`src/rtl/aadf_pkg.sv`:
```
// ----------------------------------------------------------------------------
// aadf_pkg
// Shared types, register indexes and command structs for the air data filter.
// ----------------------------------------------------------------------------
package aadf_pkg;

    localparam int NUM_REGS = 7;

    localparam logic [2:0] REG_SPEED_GAIN   = 3'd0;
    localparam logic [2:0] REG_SLIP_GAIN    = 3'd1;
    localparam logic [2:0] REG_ATTACK_GAIN  = 3'd2;
    localparam logic [2:0] REG_ANGLE_LIMIT  = 3'd3;
    localparam logic [2:0] REG_TILT_GAIN    = 3'd4;
    localparam logic [2:0] REG_TILT_LIMIT   = 3'd5;
    localparam logic [2:0] REG_TILT_SPEED   = 3'd6;

    // datapath micro-operations issued by the controller
    typedef enum logic [3:0] {
        OP_NONE     = 4'd0,
        OP_RD_OLD   = 4'd1,  // read entry leaving full window and short window
        OP_UPD_SUMS = 4'd2,  // update running sums for current channel
        OP_DIV_NEW  = 4'd3,  // start mean of newest samples
        OP_DIV_OLD  = 4'd4,  // start mean of older samples
        OP_FACTOR   = 4'd5,  // |diff| * gain, clamp
        OP_SMOOTH   = 4'd6,  // prev + factor*(x-prev)
        OP_SCALE    = 4'd7,  // compute scaled angle for next channel
        OP_TILT_SM  = 4'd8,
        OP_TILT_NRM = 4'd9,
        OP_TILT_PWR = 4'd10,
        OP_TILT_ACC = 4'd11,
        OP_COMMIT   = 4'd12
    } t_op;

    typedef struct packed {
        t_op        op;
        logic [1:0] chan;
    } t_cmd;

    typedef struct packed {
        logic div_busy;
    } t_status;

endpackage

```
`src/rtl/aadf_ctrl.sv`:
```
// ----------------------------------------------------------------------------
// aadf_ctrl
// Sequencer: walks the three channels through sums, means, factor and smoothing,
// then the tilt path, and hands the result to the output register.
// ----------------------------------------------------------------------------
module aadf_ctrl
    import aadf_pkg::*;
(
    input  logic    i_clk,
    input  logic    i_rst_n,
    input  logic    i_valid,
    output logic    o_ready,
    output logic    o_load,
    output logic    o_done,
    input  logic    i_out_free,
    input  t_status i_status,
    output t_cmd    o_cmd
);
    typedef enum logic [13:0] {
        S_IDLE   = 14'b00000000000001,
        S_RD     = 14'b00000000000010,
        S_SUMS   = 14'b00000000000100,
        S_DNEW   = 14'b00000000001000,
        S_WNEW   = 14'b00000000010000,
        S_DOLD   = 14'b00000000100000,
        S_WOLD   = 14'b00000001000000,
        S_FACT   = 14'b00000010000000,
        S_SMTH   = 14'b00000100000000,
        S_SCALE  = 14'b00001000000000,
        S_TSM    = 14'b00010000000000,
        S_TNRM   = 14'b00100000000000,
        S_TPWR   = 14'b01000000000000,
        S_TACC   = 14'b10000000000000
    } t_state;

    t_state     r_state, n_state;
    logic [1:0] r_chan, n_chan;
    logic       r_wait;
    logic       n_wait;

    always_comb begin
        n_state = r_state;
        n_chan  = r_chan;
        n_wait  = 1'b0;
        o_cmd   = '{op: OP_NONE, chan: r_chan};
        o_ready = 1'b0;
        o_load  = 1'b0;
        o_done  = 1'b0;
        case (r_state)
            S_IDLE: begin
                o_ready = i_out_free;
                if (i_valid && i_out_free) begin
                    o_load  = 1'b1;
                    n_chan  = 2'd0;
                    n_state = S_RD;
                end
            end
            S_RD: begin
                o_cmd.op = OP_RD_OLD;
                n_state  = S_SUMS;
            end
            S_SUMS: begin
                o_cmd.op = OP_UPD_SUMS;
                n_state  = S_DNEW;
            end
            S_DNEW: begin
                o_cmd.op = OP_DIV_NEW;
                n_state  = S_WNEW;
                n_wait   = 1'b1;
            end
            S_WNEW: begin
                if (!r_wait && !i_status.div_busy) n_state = S_DOLD;
            end
            S_DOLD: begin
                o_cmd.op = OP_DIV_OLD;
                n_state  = S_WOLD;
                n_wait   = 1'b1;
            end
            S_WOLD: begin
                if (!r_wait && !i_status.div_busy) n_state = S_FACT;
            end
            S_FACT: begin
                o_cmd.op = OP_FACTOR;
                n_state  = S_SMTH;
            end
            S_SMTH: begin
                o_cmd.op = OP_SMOOTH;
                if (r_chan == 2'd2) begin
                    n_state = S_TSM;
                end else begin
                    n_state = S_SCALE;
                end
            end
            S_SCALE: begin
                o_cmd.op = OP_SCALE;
                n_chan   = r_chan + 2'd1;
                n_state  = S_RD;
            end
            S_TSM: begin
                o_cmd.op = OP_TILT_SM;
                n_state  = S_TNRM;
            end
            S_TNRM: begin
                o_cmd.op = OP_TILT_NRM;
                n_state  = S_TPWR;
            end
            S_TPWR: begin
                o_cmd.op = OP_TILT_PWR;
                n_state  = S_TACC;
            end
            S_TACC: begin
                o_cmd.op = OP_TILT_ACC;
                o_done   = 1'b1;
                n_state  = S_IDLE;
            end
            default: n_state = S_IDLE;
        endcase
    end

    always_ff @(posedge i_clk) begin
        if (!i_rst_n) begin
            r_state <= S_IDLE;
            r_chan  <= 2'd0;
            r_wait  <= 1'b0;
        end else begin
            r_state <= n_state;
            r_chan  <= n_chan;
            r_wait  <= n_wait;
        end
    end
endmodule

```
`config.mk`:
```
export PLATFORM = sky130hd
export DESIGN_NAME = aadf_ctrl
export DESIGN_NICKNAME = d
export VERILOG_FILES = /design/src/rtl/aadf_pkg.sv /design/src/rtl/aadf_ctrl.sv
export SDC_FILE = /design/constraint.sdc
export NUM_CORES = 1
export LEC_CHECK = 0
export ABC_AREA = 1
export CORE_MARGIN = 2
export CORE_UTILIZATION = 55
export CTS_CLUSTER_DIAMETER = 150
export DETAILED_ROUTE_END_ITERATION = 10
export DONT_BUFFER_PORTS = 1
export GPL_TIMING_DRIVEN = 0
export PLACE_DENSITY = 0.82
export REMOVE_ABC_BUFFERS = 1
export SLEW_MARGIN = 0
export SYNTH_ARGS = -nofsm -noshare
export SYNTH_HDL_FRONTEND = slang
export SYNTH_SLANG_ARGS = --single-unit
```
`constraint.sdc`:
```
create_clock -name i_clk -period 2 [get_ports i_clk]
set_clock_uncertainty 0.2 [all_clocks]
set_input_delay 0.1 -clock i_clk [delete_from_list [all_inputs] [get_ports i_clk]]
set_output_delay 0.1 -clock i_clk [all_outputs]
set_load 0.05 [all_outputs]
```
==> results_dict.tcl, run 1 <==
set metrics [dict create \
    layout_setup_ws_ns -0.2207 \
    htreeDepth 1 \
    drt_pass1_iterations 4 \
    gp_congestion 0.8627 \
    io_buffers 0 \
    drive_gt1_share_pct 33.85 \
    track_usage_pct 24.50 \
    ioPinCount 14 \
    num_vias 1239 \
    synth.most_common_cell "inv_1" \
    worst_pin_slew_ns 0.6449 \
    drt_iter0_markers 44 \
    tritoncts "built" \
    gr-total-overflow 0 \
    clock_latency_ns 0.29 \
    synth_top_cell_by_area "dfxtp_1" \
    crit_path_start "r_state[8]$_SDFFE_PN0P_" \
    yosysWarnings 0 \
    die_w_um 49.05 \
    area_growth_pct 25.34 \
    syn_area_per_cell_um2 6.451 \
    core_area_mm2 0.001942 \
    synth_ff_type "dfxtp_1" \
    die_height_um 49.05 \
    syn_inst 173 \
    antenna_found_initial 0 \
    start_util_pct 57.47 \
    final_cells 219 \
    hold_class "in2reg" \
    slew_headroom_pct 56.88 \
    post_synth_num_cell_types 28 \
    status "finished with violations" \
    max_cap_violations 0 \
    cts_made_buffers 3 \
    final_nets 199 \
    viasPerCell 5.658 \
    hold_viol 0 \
    crit_path_max_fanout 4 \
    worstHoldStart "i_out_free" \
    cts-root-buf "clkbuf_4" \
    dieArea_mm2 0.002405 \
    clockBufferDepth 2 \
    period_share_pct 111.0 \
    row_count 16 \
    ir_worst_vdd_mv 0.6907 \
    num_antenna_cells 0 \
    cp.arrival_ns 1.92 \
    synth_common_cells "29 x inv_1, 28 x nand2_1, 28 x nor2_1" \
    power.leakage_uw 0.0007503 \
    worstPathRequired_ns 1.70 \
    synth-seq-area-share_pct 30.49 \
    drc_errors 0 \
    drt-wirelength-per-cell_um 14.61 \
    grt_pass1_wl_mm 4.657 \
    grt_pass1_vias 1131 \
    synth_edf_count 0 \
    drv_slew 0 \
    dp_cells 196 \
    power_density_mw_per_mm2 966.1 \
    violations "setup timing" \
    rsz0062_at_grt "true" \
    yosys-top-cells-area "dfxtp_1 30%, inv_1 9.8%, nand2_1 9.4%" \
    synth.top_cell.area_share_pct 30.49 \
    netlist_area_mm2 0.001116 \
    timing.fmax_mhz 450.3 \
    finalSetupViolCount 4 \
    drt_wl_total_mm 3.199 \
    fin_crit_ns 2.221 \
    clock_sinks 17 \
    reg2reg_from "r_state[8]$_SDFFE_PN0P_" \
    path_class "reg2out" \
    setup_tns_ns -0.5846 \
    clk_pin_slew_ns 0.10 \
    ant_nets 0 \
    place_hpwl_mm 1.818 \
    worstSetupEndpointType "output port" \
    ys_async_sr_fraction_pct 0 \
    start_kind "flip-flop" \
    p_total_uw 1351 \
    synth.ff_latch_count 17 \
    grt_max_degree 14 \
]
==> sequential cells by signal, indices dropped and copies added (netlist names) <==
name,count
r_chan,2
r_state,14
r_wait,1
==> cell families after synthesis <==
group / Yosys count / synth area share [%]
DFF: 17 / 30.49
and+or+nand+nor: 109 / 50.78
AOI/OAI and AO/OA: 7 / 3.363
adders and majority gates: 1 / 1.121
buffers and inverters: 39 / 14.24
==> routing by layer <==
metal	vias up	routed length (µm)	track usage (%)
li1	588	-	-
met1	565	1194	28.13
met5	-	0	0
met3	16	249	2.761
met2	70	1641	45.66
met4	0	114	10.00
==> what timing repair did <==
item / in CTS / in global routing
setup buffers: 16 / 2
gates resized for setup: 28 / 6
hold buffers: 1 / 0
pin swaps: 9 / 5
endpoints found under the setup margin: 8 / 9
hold endpoints to repair: 17 / 0
==> final timing paths <==
kind | end | slack [ns] | cells past startpoint
setup / recovery | o_cmd[3] | -0.22 | 7
hold / removal | r_chan[0]$_SDFFE_PN0P_ | 0.10 | 5
setup reg to reg | r_state[13]$_SDFFE_PN0P_ | 0.07 | 9
hold reg to reg | r_state[4]$_SDFFE_PN0P_ | 0.36 | 4
==> cell type report <==
class                           instances  area, µm²
Clock buffer                            4      26.28
Tap cell                               27      33.78
Fill cell                             156      543.0
Timing Repair Buffer                   19      152.6
Multi-Input combinational cell        117      688.2
Sequential cell                        17      362.8
Inverter                               35      135.1
==> where the power goes <==
group          switching (µW)  internal [µW]  leakage, µW
clock network             112           77.6    0.0000150
logic                     509            238     0.000592
registers                31.3            383     0.000144
==> layout by cell type (no fill, tap or decap), drive strengths merged <==
cell type and count:
and2 1, clkbuf 4, dlygate4sd3 1, clkinvlp 1, nor3 6, nand3 14
nand3b 2, dfxtp 17, nor3b 2, nand2 32, o211ai 1, or2 2
a21oi 3, clkinv 1, nor2 37, buf 18, nand4 13, o21ai 3
inv 33, ha 1
==> critical path, cell delays in order, from the launching register on <==
cell	delay, ns
dfxtp_2	0.37
nor2_4	0.05
nand2_4	0.09
inv_2	0.04
nand3_2	0.09
clkinvlp_4	0.28
nor2_4	0.18
nand4_1	0.52
==> metrics by stage <==
| stage | utilization, % | hold slack (ns) | cell area, µm² | setup WS, ns |
|---|---|---|---|---|
| 2_1_floorplan | - | 0.02041 | 1089 | -0.3414 |
| 3_3_place_gp | 57.80 | 0.02213 | 1122 | -0.4769 |
| 3_5_place_dp | 58.05 | 0.03033 | 1127 | -0.1405 |
| 4_1_cts | 70.23 | 0.08043 | 1364 | -0.1958 |
| 5_1_grt | 72.04 | 0.1232 | 1399 | -0.3302 |
| 6_report | 72.04 | 0.1026 | 1399 | -0.2207 |
(Power assumes the default switching activity.)
==> inputs of run 2 (changes only) <==
REMOVE_ABC_BUFFERS = unset   (was 1)
==> results_dict.tcl, run 2 (same netlist as run 1, synthesis figures left out) <==
set metrics [dict create \
    drt_wl_total_mm 3.119 \
    dieArea_mm2 0.002405 \
    start_util_pct 57.47 \
    period_share_pct 113.5 \
    top_regs "r_state: 14 flops, r_chan: 2 flops, r_wait: 1 flops" \
    clockBufferDepth 2 \
    slew_headroom_pct 57.17 \
    cts_made_buffers 3 \
    hold_viol 0 \
    path_class "reg2out" \
    gp_congestion 0.8790 \
    io_buffers 0 \
    drv_slew 0 \
    clkPwrFrac_pct 13.9 \
    clock_sinks 17 \
    die_height_um 49.05 \
    syn-num-nets 179 \
    pwr-share-seq_pct 30.7 \
    clk_pin_slew_ns 0.10 \
    grt_pass1_vias 1231 \
    regMostFlops "r_state" \
    reg2reg_slack_ns 0.21 \
    p_total_uw 1340 \
    gr-total-overflow 0 \
    num_vias 1230 \
    drc_errors 0 \
    antenna_found_initial 0 \
    place_hpwl_mm 2.030 \
    track_usage_pct 26.61 \
    endpoint "o_cmd[3]" \
    row_count 16 \
    max_cap_violations 0 \
    viasPerCell 5.566 \
    switchingPower_uw 638.1 \
    rsz0062_at_grt "true" \
    switching_share_pct 47.63 \
    core_area_mm2 0.001942 \
    worst_pin_slew_ns 0.6405 \
    worstPathRequired_ns 1.70 \
    die_w_um 49.05 \
    crit_path_start "r_state[4]$_SDFFE_PN0P_" \
    layout_setup_ws_ns -0.2705 \
    dp_cells 200 \
    reg2reg_depth 10 \
    finalSetupViolCount 4 \
    power.internal_uw 701.7 \
    drive_gt1_share_pct 34.02 \
    drt-wirelength-per-cell_um 14.11 \
    htreeDepth 1 \
    timing.fmax_mhz 440.4 \
    fin_crit_ns 2.271 \
    power.leakage_uw 0.0007529 \
    ant_nets 0 \
    grt_pass1_wl_mm 5.030 \
    drt_pass1_iterations 4 \
    worstHoldStart "i_rst_n" \
    reg2reg_from "r_state[8]$_SDFFE_PN0P_" \
    area_growth_pct 27.24 \
    crit_path_max_fanout 4 \
    grt_max_degree 11 \
    num_antenna_cells 0 \
    status "finished with violations" \
    cp.arrival_ns 1.97 \
    final_cells 221 \
    violations "setup timing" \
    ir_worst_vdd_mv 0.6585 \
    largest_reg_flops 14 \
    drt_iter0_markers 62 \
    power_density_mw_per_mm2 943.5 \
    p_comb_share_pct 55.4 \
    worstSetupEndpointType "output port" \
    start_kind "flip-flop" \
    hold_class "in2reg" \
    fillers 149 \
    tritoncts "built" \
    cts-root-buf "clkbuf_4" \
    r2r_end "r_state[0]$_SDFFE_PN1P_" \
    final_cell_mix "27 x inv_1, 27 x nand2_1, 25 x nor2_1" \
    final_nets 201 \
    clock_latency_ns 0.29 \
    ioPinCount 14 \
]
-- run 2: cell types whose count changed in the layout (fill, tap and decap cells not counted), moves of 2 or more --
cell	before	now
dfxtp_2	9	11
dfxtp_4	3	1
nand3_2	4	2
nand3_4	1	3
-- run 2: metal layers --
layer / routed length (µm) / global-route usage [%]
met3: 206 / 5.828
met5: 0 / 0
met4: 127 / 11.43
met2: 1544 / 47.03
met1: 1240 / 30.71
-- run 2: how the worst min path moves through the flow --
stage	end	slack, ns	cells after the start
floorplan	r_state[4]$_SDFFE_PN0P_	0.02	2
global placement	r_state[4]$_SDFFE_PN0P_	0.02	2
detailed placement	r_state[4]$_SDFFE_PN0P_	0.03	2
CTS	r_state[1]$_SDFFE_PN0P_	0.04	3
global route	r_state[6]$_SDFFE_PN0P_	0.03	3
finish	r_state[11]$_SDFFE_PN0P_	0.05	3
-- run 2: final cells by class --
class,count,area [µm²],area share (%)
plain buffers,4,31.28,2.203
repair buffers,17,130.1,9.163
clock buffers,4,26.28,1.850
inverters,35,135.1,9.515
multi-input cells,117,705.7,49.69
flip-flops and latches,17,357.8,25.20
well taps,27,33.78,2.379
-- run 2: per-stage QoR --
| stage | hold slack, ns | setup slack [ns] | instance area (µm²) | TNS [ns] | util (%) |
|---|---|---|---|---|---|
| 2_1_floorplan | 0.02041 | 0.02209 | 1121 | 0 | - |
| 3_5_place_dp | 0.03315 | -0.1479 | 1155 | -0.4535 | 59.47 |
| 6_report | 0.05150 | -0.2705 | 1420 | -0.7190 | 73.13 |
| 3_3_place_gp | 0.02160 | -0.1269 | 1155 | -0.3293 | 59.47 |
| 5_1_grt | 0.03086 | -0.3268 | 1420 | -0.9599 | 73.13 |
| 4_1_cts | 0.03872 | -0.1838 | 1393 | -0.3064 | 71.71 |
-- run 2: critical path, cell delays in order, from the launching register on --
cell and delay [ns]:
dfxtp_2 0.33, nor2_2 0.19, nand4_1 0.21, nor3_1 0.47, nor2_4 0.06, nand4_1 0.42
-- run 2: what timing repair did --
| action | CTS | global route |
|---|---|---|
| cloned | 0 | 0 |
| pin swaps | 7 | 9 |
| endpoints found under the hold margin | 7 | 0 |
| setup endpoints to repair | 6 | 5 |
| hold buffers | 1 | 0 |
| buffers inserted | 14 | 2 |
| resized for setup | 31 | 3 |
-- run 2: power by group through the flow --
stage                     clock [µW]  combinational (µW)  sequential [µW]
after global routing             201                 805              415
after global placement             0                 550              414
final                            186                 743              411
after CTS                        183                 719              408
after floorplan                    0                 477              410
after detailed placement           0                 576              416
